[src/design/assert_macros.svh]
// Assertion helpers shared by the RTL; empty when synthesising.
`ifndef ASSERT_MACROS_SVH
`define ASSERT_MACROS_SVH
`ifndef SYNTHESIS
`define ASSERT_IMP(lbl, clk, rst, ante, cons) \
  lbl: assert property (@(posedge clk) disable iff (rst) (ante) |-> (cons)) \
    else $error("same-cycle check failed");
`define ASSERT_NXT(lbl, clk, rst, ante, cons) \
  lbl: assert property (@(posedge clk) disable iff (rst) (ante) |=> (cons)) \
    else $error("next-cycle check failed");
`else
`define ASSERT_IMP(lbl, clk, rst, ante, cons)
`define ASSERT_NXT(lbl, clk, rst, ante, cons)
`endif
`endif

[src/design/ddo_pkg.sv]
package ddo_pkg;

  localparam int STEP_W    = 16;
  localparam int CFG_W     = 24;
  localparam int TIME_W    = 24;
  localparam int POS_W     = 32;
  localparam int ANG_W     = 16;
  localparam int VEL_W     = 32;
  localparam int FINE_W    = 41;
  localparam int MCAND_W   = 48;
  localparam int PROD_W    = 64;
  localparam int MPLIER_W  = 24;
  localparam int NBITS_W   = 5;
  localparam int NUM_W     = 44;
  localparam int DIV_CNT_W = 6;
  localparam int DX_W      = 26;
  localparam int CORD_W    = 33;
  localparam int Z_W       = 32;
  localparam int ITER_W    = 4;

  localparam logic [CFG_W-1:0]    HPS_RESET = 24'd1683658;
  localparam logic [CFG_W-1:0]    DPS_RESET = 24'd4447318;
  localparam logic [CORD_W-1:0]   CORDIC_X0 = 33'd652032874;
  localparam logic [MPLIER_W-1:0] VEL_SCALE = 24'd1000000;

  localparam logic [NBITS_W-1:0] NB_CFG   = 5'd24;
  localparam logic [NBITS_W-1:0] NB_TRIG  = 5'd16;
  localparam logic [NBITS_W-1:0] NB_SCALE = 5'd20;

  typedef enum logic [1:0] {
    OP_UPDATE   = 2'd0,
    OP_SET_POSE = 2'd1,
    OP_CLEAR    = 2'd2
  } op_t;

  typedef enum logic {
    REG_HEADING_PER_STEP  = 1'b0,
    REG_DISTANCE_PER_STEP = 1'b1
  } reg_idx_t;

  typedef struct packed {
    logic                start;
    logic                b_signed;
    logic [NBITS_W-1:0]  nbits;
  } mul_req_t;

  typedef struct packed {
    logic busy;
    logic done;
  } unit_stat_t;

  // arctangent of 2^-i as a 32-bit binary angle
  function automatic logic [Z_W-1:0] atan_entry(input logic [ITER_W-1:0] i);
    logic [Z_W-1:0] a;
    unique case (i)
      4'd0:  a = 32'h20000000;
      4'd1:  a = 32'h12E4051E;
      4'd2:  a = 32'h09FB385B;
      4'd3:  a = 32'h051111D4;
      4'd4:  a = 32'h028B0D43;
      4'd5:  a = 32'h0145D7E1;
      4'd6:  a = 32'h00A2F61E;
      4'd7:  a = 32'h00517C55;
      4'd8:  a = 32'h0028BE53;
      4'd9:  a = 32'h00145F2F;
      4'd10: a = 32'h000A2F98;
      4'd11: a = 32'h000517CC;
      4'd12: a = 32'h00028BE6;
      4'd13: a = 32'h000145F3;
      4'd14: a = 32'h0000A2FA;
      4'd15: a = 32'h0000517D;
    endcase
    return a;
  endfunction

endpackage

[src/design/ddo_mul.sv]
module ddo_mul (
  input  logic                                  clk,
  input  logic                                  rst,
  input  ddo_pkg::mul_req_t                     req,
  input  logic signed [ddo_pkg::MCAND_W-1:0]    a,
  input  logic [ddo_pkg::MPLIER_W-1:0]          b,
  output ddo_pkg::unit_stat_t                   stat,
  output logic signed [ddo_pkg::PROD_W-1:0]     product
);
  import ddo_pkg::*;

  logic signed [PROD_W-1:0] acc;
  logic signed [PROD_W-1:0] mcand;
  logic signed [PROD_W-1:0] addend;
  logic [MPLIER_W-1:0]      mplier;
  logic [NBITS_W-1:0]       cnt;
  logic                     neg_top;
  logic                     busy;
  logic                     done;
  logic                     last;

  assign last   = (cnt == NBITS_W'(1));
  assign addend = mplier[0] ? mcand : '0;

  always_ff @(posedge clk) begin
    if (rst) begin
      busy <= 1'b0;
      done <= 1'b0;
      cnt  <= '0;
    end else begin
      done <= 1'b0;
      if (req.start) begin
        busy <= 1'b1;
        cnt  <= req.nbits;
      end else if (busy) begin
        cnt <= cnt - NBITS_W'(1);
        if (last) begin
          busy <= 1'b0;
          done <= 1'b1;
        end
      end
    end
  end

  // one multiplier bit per cycle; the top bit of a signed multiplier weighs negative
  always_ff @(posedge clk) begin
    if (req.start) begin
      acc     <= '0;
      mcand   <= {{(PROD_W-MCAND_W){a[MCAND_W-1]}}, a};
      mplier  <= b;
      neg_top <= req.b_signed;
    end else if (busy) begin
      acc    <= (last && neg_top) ? acc - addend : acc + addend;
      mcand  <= mcand <<< 1;
      mplier <= mplier >> 1;
    end
  end

  assign stat    = '{busy: busy, done: done};
  assign product = acc;

endmodule

[src/design/ddo_div.sv]
module ddo_div (
  input  logic                           clk,
  input  logic                           rst,
  input  logic                           start,
  input  logic [ddo_pkg::NUM_W-1:0]      num,
  input  logic [ddo_pkg::TIME_W-1:0]     den,
  output ddo_pkg::unit_stat_t            stat,
  output logic [ddo_pkg::NUM_W-1:0]      quotient
);
  import ddo_pkg::*;

  logic [TIME_W-1:0]    rem;
  logic [TIME_W-1:0]    dvs;
  logic [NUM_W-1:0]     quo;
  logic [DIV_CNT_W-1:0] cnt;
  logic [TIME_W+1:0]    trial;
  logic                 fits;
  logic                 busy;
  logic                 done;

  assign trial = {1'b0, rem, quo[NUM_W-1]} - {2'b00, dvs};
  assign fits  = ~trial[TIME_W+1];

  always_ff @(posedge clk) begin
    if (rst) begin
      busy <= 1'b0;
      done <= 1'b0;
      cnt  <= '0;
    end else begin
      done <= 1'b0;
      if (start) begin
        busy <= 1'b1;
        cnt  <= DIV_CNT_W'(NUM_W);
      end else if (busy) begin
        cnt <= cnt - DIV_CNT_W'(1);
        if (cnt == DIV_CNT_W'(1)) begin
          busy <= 1'b0;
          done <= 1'b1;
        end
      end
    end
  end

  // restoring division, one quotient bit per cycle
  always_ff @(posedge clk) begin
    if (start) begin
      rem <= '0;
      dvs <= den;
      quo <= num;
    end else if (busy) begin
      rem <= fits ? trial[TIME_W-1:0] : {rem[TIME_W-2:0], quo[NUM_W-1]};
      quo <= {quo[NUM_W-2:0], fits};
    end
  end

  assign stat     = '{busy: busy, done: done};
  assign quotient = quo;

endmodule

[src/design/differential_drive_odometry.sv]
// Set pose, clear and the unused code go straight to the result. An update with zero elapsed
// time runs two 24-bit and two 16-bit serial multiplies around 16 CORDIC rotations, and
// other updates add three 20-bit multiplies, each followed by a 44-bit restoring division.
// One item in flight: the next transaction is taken the cycle after the result loads.
// Synchronous reset clears pose, velocity and handshake state and reloads registers.
`include "assert_macros.svh"
module differential_drive_odometry (
  input  logic                                clk,
  input  logic                                rst,
  input  logic                                in_valid,
  output logic                                in_stall,
  input  logic [1:0]                          operation,
  input  logic signed [ddo_pkg::STEP_W-1:0]   right_count,
  input  logic signed [ddo_pkg::STEP_W-1:0]   left_count,
  input  logic [ddo_pkg::TIME_W-1:0]          elapsed_us,
  input  logic signed [ddo_pkg::POS_W-1:0]    new_x,
  input  logic signed [ddo_pkg::POS_W-1:0]    new_y,
  input  logic signed [ddo_pkg::ANG_W-1:0]    new_theta,
  output logic                                out_valid,
  input  logic                                out_stall,
  output logic signed [ddo_pkg::POS_W-1:0]    pose_x,
  output logic signed [ddo_pkg::POS_W-1:0]    pose_y,
  output logic signed [ddo_pkg::ANG_W-1:0]    pose_theta,
  output logic signed [ddo_pkg::VEL_W-1:0]    vel_x,
  output logic signed [ddo_pkg::VEL_W-1:0]    vel_y,
  output logic signed [ddo_pkg::VEL_W-1:0]    vel_theta,
  output logic                                time_invalid,
  input  logic                                cfg_write,
  input  logic                                cfg_index,
  input  logic [ddo_pkg::CFG_W-1:0]           cfg_data
);
  import ddo_pkg::*;

  typedef enum logic [9:0] {
    S_IDLE   = 10'b0000000001,
    S_MUL_T  = 10'b0000000010,
    S_MUL_L  = 10'b0000000100,
    S_CORDIC = 10'b0000001000,
    S_SCALE  = 10'b0000010000,
    S_MUL_C  = 10'b0000100000,
    S_MUL_S  = 10'b0001000000,
    S_MUL_V  = 10'b0010000000,
    S_DIV_V  = 10'b0100000000,
    S_FINISH = 10'b1000000000
  } state_t;

  localparam logic signed [Z_W-1:0] QUARTER_POS = 32'sh4000_0000;
  localparam logic signed [Z_W-1:0] QUARTER_NEG = 32'shC000_0000;

  state_t state, state_next;

  logic [CFG_W-1:0] hps;
  logic [CFG_W-1:0] dps;

  logic signed [POS_W-1:0] xpos, ypos;
  logic [ANG_W-1:0]        head;
  logic signed [VEL_W-1:0] vx, vy, vth;
  logic                    invalid;

  logic signed [STEP_W:0]  sum, diff_in, sum_in;
  logic [TIME_W-1:0]       dt;
  logic signed [FINE_W-1:0] tfine, lfine;
  logic signed [CORD_W-1:0] cx, cy, cx_n, cy_n, xsh, ysh;
  logic signed [Z_W-1:0]   cz, cz_n, zinit, at;
  logic [ITER_W-1:0]       citer;
  logic                    cneg, zflip;
  logic signed [ANG_W-1:0] cos_c, sin_c, sin_q;
  logic signed [DX_W-1:0]  dx, dy, rnd_c;
  logic [1:0]              vel_sel;
  logic                    vneg;
  logic [ANG_W-1:0]        dth;
  logic [FINE_W:0]         t_r;
  logic [PROD_W-1:0]       rnd_full, mag;
  logic [NUM_W-1:0]        vel_num;
  logic [VEL_W-1:0]        vel_sat;
  logic                    out_free;

  mul_req_t                 mul_req;
  logic signed [MCAND_W-1:0] mul_a;
  logic [MPLIER_W-1:0]      mul_b;
  unit_stat_t               mul_stat;
  logic signed [PROD_W-1:0] mul_p;
  logic                     div_start;
  unit_stat_t               div_stat;
  logic [NUM_W-1:0]         div_q;

  function automatic logic signed [ANG_W-1:0] to_q15(input logic signed [CORD_W-1:0] v,
                                                     input logic flip);
    logic signed [CORD_W:0]    full;
    logic signed [CORD_W-15:0] r;
    logic signed [ANG_W-1:0]   c;
    full = {v[CORD_W-1], v} + (CORD_W+1)'(16384);
    r    = full[CORD_W:15];
    if (r > 19'sd32767) c = 16'sd32767;
    else if (r < -19'sd32767) c = -16'sd32767;
    else c = r[ANG_W-1:0];
    return flip ? -c : c;
  endfunction

  function automatic logic signed [POS_W-1:0] sat_add(input logic signed [POS_W-1:0] p,
                                                      input logic signed [DX_W-1:0] d);
    logic signed [POS_W:0] s;
    s = {p[POS_W-1], p} + {{(POS_W+1-DX_W){d[DX_W-1]}}, d};
    if (s[POS_W] != s[POS_W-1]) return s[POS_W] ? 32'sh8000_0000 : 32'sh7FFF_FFFF;
    return s[POS_W-1:0];
  endfunction

  ddo_mul u_mul (
    .clk     (clk),
    .rst     (rst),
    .req     (mul_req),
    .a       (mul_a),
    .b       (mul_b),
    .stat    (mul_stat),
    .product (mul_p)
  );

  ddo_div u_div (
    .clk      (clk),
    .rst      (rst),
    .start    (div_start),
    .num      (vel_num),
    .den      (dt),
    .stat     (div_stat),
    .quotient (div_q)
  );

  assign in_stall = (state != S_IDLE);
  assign out_free = ~out_valid | ~out_stall;

  assign diff_in = {right_count[STEP_W-1], right_count}
                 - {left_count[STEP_W-1], left_count};
  assign sum_in  = {right_count[STEP_W-1], right_count}
                 + {left_count[STEP_W-1], left_count};

  // heading step, rounded to the nearest binary-angle LSB
  assign t_r = {tfine[FINE_W-1], tfine} + (FINE_W+1)'(32768);
  assign dth = t_r[31:16];

  // CORDIC rotation
  assign xsh = cx >>> citer;
  assign ysh = cy >>> citer;
  assign at  = atan_entry(citer);
  always_comb begin
    if (!cz[Z_W-1]) begin
      cx_n = cx - ysh;
      cy_n = cy + xsh;
      cz_n = cz - at;
    end else begin
      cx_n = cx + ysh;
      cy_n = cy - xsh;
      cz_n = cz + at;
    end
  end

  // fold angles beyond a quarter turn by half a turn
  always_comb begin
    zinit = {head, 16'h0000};
    zflip = (zinit > QUARTER_POS) || (zinit < QUARTER_NEG);
    if (zflip) zinit = {~zinit[Z_W-1], zinit[Z_W-2:0]};
  end

  assign cos_c = to_q15(cx, cneg);
  assign sin_c = to_q15(cy, cneg);

  assign rnd_full = mul_p + PROD_W'(64'h4000_0000);
  assign rnd_c    = rnd_full[31+DX_W-1:31];

  always_comb begin
    mag = mul_p[PROD_W-1] ? -mul_p : mul_p;
    if (vel_sel == 2'd2) mag = mag >> 16;
    vel_num = mag[NUM_W-1:0];
  end

  always_comb begin
    if (vneg) begin
      if ((div_q[NUM_W-1:VEL_W] != '0) || (div_q[VEL_W-1] && (div_q[VEL_W-2:0] != '0)))
        vel_sat = 32'h8000_0000;
      else
        vel_sat = -div_q[VEL_W-1:0];
    end else begin
      if (div_q[NUM_W-1:VEL_W-1] != '0) vel_sat = 32'h7FFF_FFFF;
      else vel_sat = div_q[VEL_W-1:0];
    end
  end

  always_comb begin
    state_next = state;
    mul_req    = '0;
    mul_a      = '0;
    mul_b      = '0;
    div_start  = 1'b0;
    unique case (state)
      S_IDLE: begin
        if (in_valid) begin
          if (op_t'(operation) == OP_UPDATE) begin
            state_next    = S_MUL_T;
            mul_req.start = 1'b1;
            mul_req.nbits = NB_CFG;
            mul_a         = {{(MCAND_W-STEP_W-1){diff_in[STEP_W]}}, diff_in};
            mul_b         = hps;
          end else begin
            state_next = S_FINISH;
          end
        end
      end
      S_MUL_T: begin
        if (mul_stat.done) begin
          state_next    = S_MUL_L;
          mul_req.start = 1'b1;
          mul_req.nbits = NB_CFG;
          mul_a         = {{(MCAND_W-STEP_W-1){sum[STEP_W]}}, sum};
          mul_b         = dps;
        end
      end
      S_MUL_L: if (mul_stat.done) state_next = S_CORDIC;
      S_CORDIC: if (citer == '1) state_next = S_SCALE;
      S_SCALE: begin
        state_next       = S_MUL_C;
        mul_req.start    = 1'b1;
        mul_req.b_signed = 1'b1;
        mul_req.nbits    = NB_TRIG;
        mul_a            = {{(MCAND_W-FINE_W){lfine[FINE_W-1]}}, lfine};
        mul_b            = {{(MPLIER_W-ANG_W){1'b0}}, cos_c};
      end
      S_MUL_C: begin
        if (mul_stat.done) begin
          state_next       = S_MUL_S;
          mul_req.start    = 1'b1;
          mul_req.b_signed = 1'b1;
          mul_req.nbits    = NB_TRIG;
          mul_a            = {{(MCAND_W-FINE_W){lfine[FINE_W-1]}}, lfine};
          mul_b            = {{(MPLIER_W-ANG_W){1'b0}}, sin_q};
        end
      end
      S_MUL_S: begin
        if (mul_stat.done) begin
          if (dt == '0) begin
            state_next = S_FINISH;
          end else begin
            state_next    = S_MUL_V;
            mul_req.start = 1'b1;
            mul_req.nbits = NB_SCALE;
            mul_a         = {{(MCAND_W-DX_W){dx[DX_W-1]}}, dx};
            mul_b         = VEL_SCALE;
          end
        end
      end
      S_MUL_V: begin
        if (mul_stat.done) begin
          state_next = S_DIV_V;
          div_start  = 1'b1;
        end
      end
      S_DIV_V: begin
        if (div_stat.done) begin
          if (vel_sel == 2'd2) begin
            state_next = S_FINISH;
          end else begin
            state_next    = S_MUL_V;
            mul_req.start = 1'b1;
            mul_req.nbits = NB_SCALE;
            mul_b         = VEL_SCALE;
            if (vel_sel == 2'd0) mul_a = {{(MCAND_W-DX_W){dy[DX_W-1]}}, dy};
            else mul_a = {{(MCAND_W-FINE_W){tfine[FINE_W-1]}}, tfine};
          end
        end
      end
      S_FINISH: if (out_free) state_next = S_IDLE;
      default: state_next = S_IDLE;
    endcase
  end

  always_ff @(posedge clk) begin
    if (rst) begin
      state     <= S_IDLE;
      hps       <= HPS_RESET;
      dps       <= DPS_RESET;
      xpos      <= '0;
      ypos      <= '0;
      head      <= '0;
      vx        <= '0;
      vy        <= '0;
      vth       <= '0;
      invalid   <= 1'b0;
      citer     <= '0;
      vel_sel   <= '0;
      out_valid <= 1'b0;
    end else begin
      state <= state_next;
      if (cfg_write) begin
        unique case (reg_idx_t'(cfg_index))
          REG_HEADING_PER_STEP:  hps <= cfg_data;
          REG_DISTANCE_PER_STEP: dps <= cfg_data;
        endcase
      end
      if ((state == S_FINISH) && out_free) out_valid <= 1'b1;
      else if (out_valid && !out_stall) out_valid <= 1'b0;
      unique case (state)
        S_IDLE: begin
          if (in_valid) begin
            invalid <= 1'b0;
            unique case (op_t'(operation))
              OP_SET_POSE: begin
                xpos <= new_x;
                ypos <= new_y;
                head <= new_theta;
              end
              OP_CLEAR: begin
                xpos <= '0;
                ypos <= '0;
                head <= '0;
                vx   <= '0;
                vy   <= '0;
                vth  <= '0;
              end
              default: ;
            endcase
          end
        end
        S_CORDIC: citer <= citer + ITER_W'(1);
        S_MUL_S: begin
          if (mul_stat.done) begin
            xpos    <= sat_add(xpos, dx);
            ypos    <= sat_add(ypos, rnd_c);
            head    <= head + dth;
            vel_sel <= '0;
            if (dt == '0) begin
              vx      <= '0;
              vy      <= '0;
              vth     <= '0;
              invalid <= 1'b1;
            end
          end
        end
        S_DIV_V: begin
          if (div_stat.done) begin
            vel_sel <= vel_sel + 2'd1;
            unique case (vel_sel)
              2'd0:    vx  <= vel_sat;
              2'd1:    vy  <= vel_sat;
              default: vth <= vel_sat;
            endcase
          end
        end
        default: ;
      endcase
    end
  end

  always_ff @(posedge clk) begin
    unique case (state)
      S_IDLE: begin
        if (in_valid) begin
          sum  <= sum_in;
          dt   <= elapsed_us;
        end
      end
      S_MUL_T: if (mul_stat.done) tfine <= mul_p[FINE_W-1:0];
      S_MUL_L: begin
        if (mul_stat.done) begin
          lfine <= mul_p[FINE_W-1:0];
          cx    <= CORDIC_X0;
          cy    <= '0;
          cz    <= zinit;
          cneg  <= zflip;
        end
      end
      S_CORDIC: begin
        cx <= cx_n;
        cy <= cy_n;
        cz <= cz_n;
      end
      S_SCALE: sin_q <= sin_c;
      S_MUL_C: if (mul_stat.done) dx <= rnd_c;
      S_MUL_S: if (mul_stat.done) dy <= rnd_c;
      S_MUL_V: if (mul_stat.done) vneg <= mul_p[PROD_W-1];
      S_FINISH: begin
        if (out_free) begin
          pose_x       <= xpos;
          pose_y       <= ypos;
          pose_theta   <= head;
          vel_x        <= vx;
          vel_y        <= vy;
          vel_theta    <= vth;
          time_invalid <= invalid;
        end
      end
      default: ;
    endcase
  end

  `ASSERT_IMP(a_mul_free, clk, rst, mul_req.start, !mul_stat.busy)
  `ASSERT_IMP(a_div_free, clk, rst, div_start, !div_stat.busy)
  `ASSERT_NXT(a_out_load, clk, rst, (state == S_FINISH) && out_free, out_valid)
  `ASSERT_IMP(a_inv_zero, clk, rst, out_valid && time_invalid, (vel_x | vel_y | vel_theta) == '0)

endmodule

[config.mk]
export PLATFORM = sky130hd
export DESIGN_NAME = differential_drive_odometry
export DESIGN_NICKNAME = d
export VERILOG_FILES = /design/src/design/ddo_pkg.sv /design/src/design/ddo_mul.sv /design/src/design/ddo_div.sv /design/src/design/differential_drive_odometry.sv
export VERILOG_INCLUDE_DIRS = /design/src /design/src/design
export SDC_FILE = /design/constraint.sdc
export NUM_CORES = 2
export LEC_CHECK = 0
export BUFFER_PORTS_ARGS = -buffer_cell sky130_fd_sc_hd__buf_2
export CORE_UTILIZATION = 49
export CTS_BUF_LIST = sky130_fd_sc_hd__clkbuf_8
export CTS_CLUSTER_DIAMETER = 50
export CTS_CLUSTER_SIZE = 14
export DETAILED_ROUTE_END_ITERATION = 8
export PLACE_DENSITY_LB_ADDON = 0.12
export SLEW_MARGIN = 20
export SYNTH_ARGS = -nofsm -noshare
export SYNTH_HDL_FRONTEND = slang
export SYNTH_SLANG_ARGS = --single-unit
[constraint.sdc]
create_clock -name clk -period 9.7 [get_ports clk]
set_input_delay 0.485 -clock clk [delete_from_list [all_inputs] [get_ports clk]]
set_output_delay 0.485 -clock clk [all_outputs]
set_load 0.03 [all_outputs]
==> flow_summary.toml <==
[timing]
setup_viol = 0
rsz0062_at_grt = "no"
min_period_ns = 7.011
fmax_mhz = 142.6
slew_violations = 0
hold_viol_final = 0
hold_slack_ns = 0.09288
max_slew_margin_pct = 25.45
skew_ns = 0.07316
fin_setup_tns_ns = 0
finalCritPeriodShare_pct = 72.28
worst_slew_pin_slew_ns = 1.118

[synth]
netlist.area_leader.share_pct = 29.92
yosysWarnings = 0
yosysMostFrequentCell = "nand2_1"
synthFlopType = "edfxtp_1"
synthArstFlopShare_pct = 0
synthCells = 6868
synth_cell_types = 95
synth-edff-count = 625
synth_area_sq_mm = 0.06272
synth_top_area_cell = "edfxtp_1"
synth_compound_area_share_pct = 18.97
avgSynthCellArea_sq_um = 9.132
synth_fa_ha_area_share_pct = 6.723
synth_seq_cells = 1000
netlist_top_cells_count = "954 x nand2_1, 725 x a21oi_1, 625 x edfxtp_1"
synth.area.top_cells = "edfxtp_1 30%, dfxtp_1 12%, ha_1 6.4%, a21oi_1 5.8%, nand2_1 5.7%"
synth-xor-area-share_pct = 7.415
yosysSeqAreaShare_pct = 41.89
synthMuxAreaShare_pct = 4.967
synth_top_family_by_area = "compound AO/OA/AOI/OAI gates"
synth_nets = 7367
synthSimpleGateAreaFrac_pct = 16.56

[setup_path]
critPathKind = "flop to flop"
crit_path_end_kind = "flop"
crit_arrival_ns = 7.57
critical_path_required_ns = 10.26
start_kind = "flop"
cp_max_fo = 44

[power]
vdd_drop_max_mv = 0.1561
leakage_nw = 27.98
p_per_area_mw_per_mm2 = 181.1
power.share.switching_pct = 37.71
switching_power_w = 0.004782
cellInternalPower_w = 0.007897
sequentialPowerShare_pct = 43.1
combPwrFrac_pct = 29.3
clockPowerShare_pct = 27.5

[clocking]
clock_latency_ns = 0.90
clk_pin_slew_ns = 0.09
post-cts-setup-buffers = 0
cts_buffers = 120
cts_sinks = 1000
cts_tree = "done"
cts_max_path_buffers = 3
cts-root-buf = "clkbuf_8"
htreeDepth = 3

[die]
initial_core_util_pct = 49.69
coreArea_sq_mm = 0.1262
die_h_um = 359.8
die_area_sq_mm = 0.1294
fp.dieW_um = 359.8
ios = 347
row_count = 130

[detailed_routing]
routed-via-count = 53800
vias_per_cell = 6.024
routedWlPerCell_um = 21.92
drt_wl_total_um = 195800
final_antenna_net_count = 0
dr.pass1.iters = 9
drc_errors = 2
drt_iter0_drc = 5098

[placed_design]
port_buffers = 346
hpwl_um = 142200
gp_congestion = 0.9388
dp.cells = 8557

[layout]
stdcell_count = 8931
syn_to_final_growth_pct = 11.60
drive_gt1_share_pct = 11.70
layout.nets = 7659
final_core_util_pct = 55.45

[outcome]
status = "finished, violations left"
violations = "DRC"

[global_route]
grt_overflow = 0
grt_pass1_wl_um = 298300
grtUsageTotal_pct = 29.32
grt_max_degree = 129
antenna_found_initial = 17
grt_pass1_vias = 50260

[flow_run]
cap_violations = 0

[min_path]
min_path_type = "input port to flop"
-- state kept, by name, indices dropped and copies added (netlist names), 32 cells and up --
signal          flops
u_mul.mcand        64
u_mul.product      64
u_div.quotient     44
lfine              41
tfine              41
cx                 33
cy                 33
cz                 32
pose_x             32
pose_y             32
vel_theta          32
vel_x              32
vel_y              32
vth                32
vx                 32
vy                 32
xpos               32
ypos               32
-- final cells by class --
type                            count  area [sq um]
Inverter                          176         664.4
Antenna cell                       13         32.53
Sequential cell                  1000         26290
Fill cell                       11470         56230
Clock buffer                      126          1734
Timing Repair Buffer              557          3680
Clock inverter                    104          1104
Multi-Input combinational cell   5305         34430
Tap cell                         1650          2064
-- power groups by stage --
stage / Sequential [W] / Clock (W) / Combinational, W
after global routing: 0.00548 / 0.00372 / 0.00406
after floorplan: 0.00527 / 0 / 0.00265
final: 0.00547 / 0.00349 / 0.00372
after CTS: 0.00545 / 0.00356 / 0.00367
after detailed placement: 0.00555 / 0 / 0.00361
after global placement: 0.00554 / 0 / 0.00358
-- what timing repair did --
item | in CTS | in global routing
hold endpoints to repair | 159 | 0
resized for setup | 0 | 0
hold buffers | 130 | 0
-- worst paths after layout --
kind / from / end / slack (ns) / cells after the start
min reg2reg: vx[14] / vel_x[14] / 0.43 / 0
max reg2reg: citer[3] / cy[30] / 2.69 / 20
min: right_count[0] / sum[0] / 0.09 / 4
max: citer[3] / cy[30] / 2.69 / 20
-- routing by layer --
metal	wire length, um	global-route usage [%]	part of all wire (%)	up-vias
met5	13	0	0.0066	-
met4	6931	10.16	3.5	2
met3	13890	4.359	7.1	359
met2	91240	48.09	47	1973
met1	83690	39.41	43	25840
li1	-	-	-	25620
-- worst max-delay path, cell delays in order (launching register included) --
cell and delay (ns):
dfxtp_1 0.31, buf_4 0.37, clkinv_1 0.73, buf_4 0.50, o21ai_0 0.50, and3_1 0.39
nor2_1 0.09, xnor2_1 0.15, ha_1 0.32, o21a_1 0.15, a2111oi_0 0.82, o211ai_1 0.23
a2111oi_0 0.70, or3_1 0.22, nand3_1 0.11, nand2_1 0.12, a21boi_1 0.12, or4_1 0.41
a31oi_1 0.21, xor2_1 0.16, nor2_1 0.05
-- cells in the final DEF, fill, tap and decap left out, types with 50 or more instances in the layout --
master | netlist | routed
a31oi_1 | 86 | 86
xor2_1 | 251 | 251
dlygate4sd3_1 | 0 | 130
mux2_2 | 50 | 50
nand3_1 | 144 | 144
inv_1 | 171 | 184
o31ai_1 | 115 | 115
buf_2 | 17 | 345
o21ai_0 | 355 | 355
a21oi_1 | 725 | 723
and3_1 | 56 | 56
xnor2_1 | 280 | 280
clkbuf_8 | 0 | 126
o21a_1 | 56 | 56
a21o_1 | 151 | 150
ha_1 | 321 | 319
dfxtp_1 | 375 | 371
nor2_1 | 616 | 612
mux2i_1 | 113 | 113
nand2b_1 | 61 | 58
nand2_1 | 954 | 951
nor3_1 | 103 | 99
o211ai_1 | 50 | 50
nand4_1 | 64 | 64
mux4_2 | 62 | 62
buf_4 | 1 | 79
edfxtp_1 | 625 | 625
-- metrics by stage --
stage,total power [W],worst slack (ns),instance area [sq um]
floorplan,0.007919,3.277,62720
global placement,0.009118,2.800,65790
detailed placement,0.009155,2.746,65790
CTS,0.01267,2.682,69930
global route,0.01326,2.160,69990
finish,0.01268,2.689,69990
-- logic make-up (layout without fill, tap and decap cells) --
| family | after synthesis | in the layout |
|---|---|---|
| simple gates | 2301 | 2301 |
| compound gates | 1915 | 1915 |
| flops | 1000 | 1000 |
| buf+inv | 563 | 963 |
| xor+xnor | 531 | 531 |
| fa+ha+maj | 331 | 331 |
| mux | 227 | 227 |
| other cells | 0 | 13 |
Power figures use the tool's default switching activity.
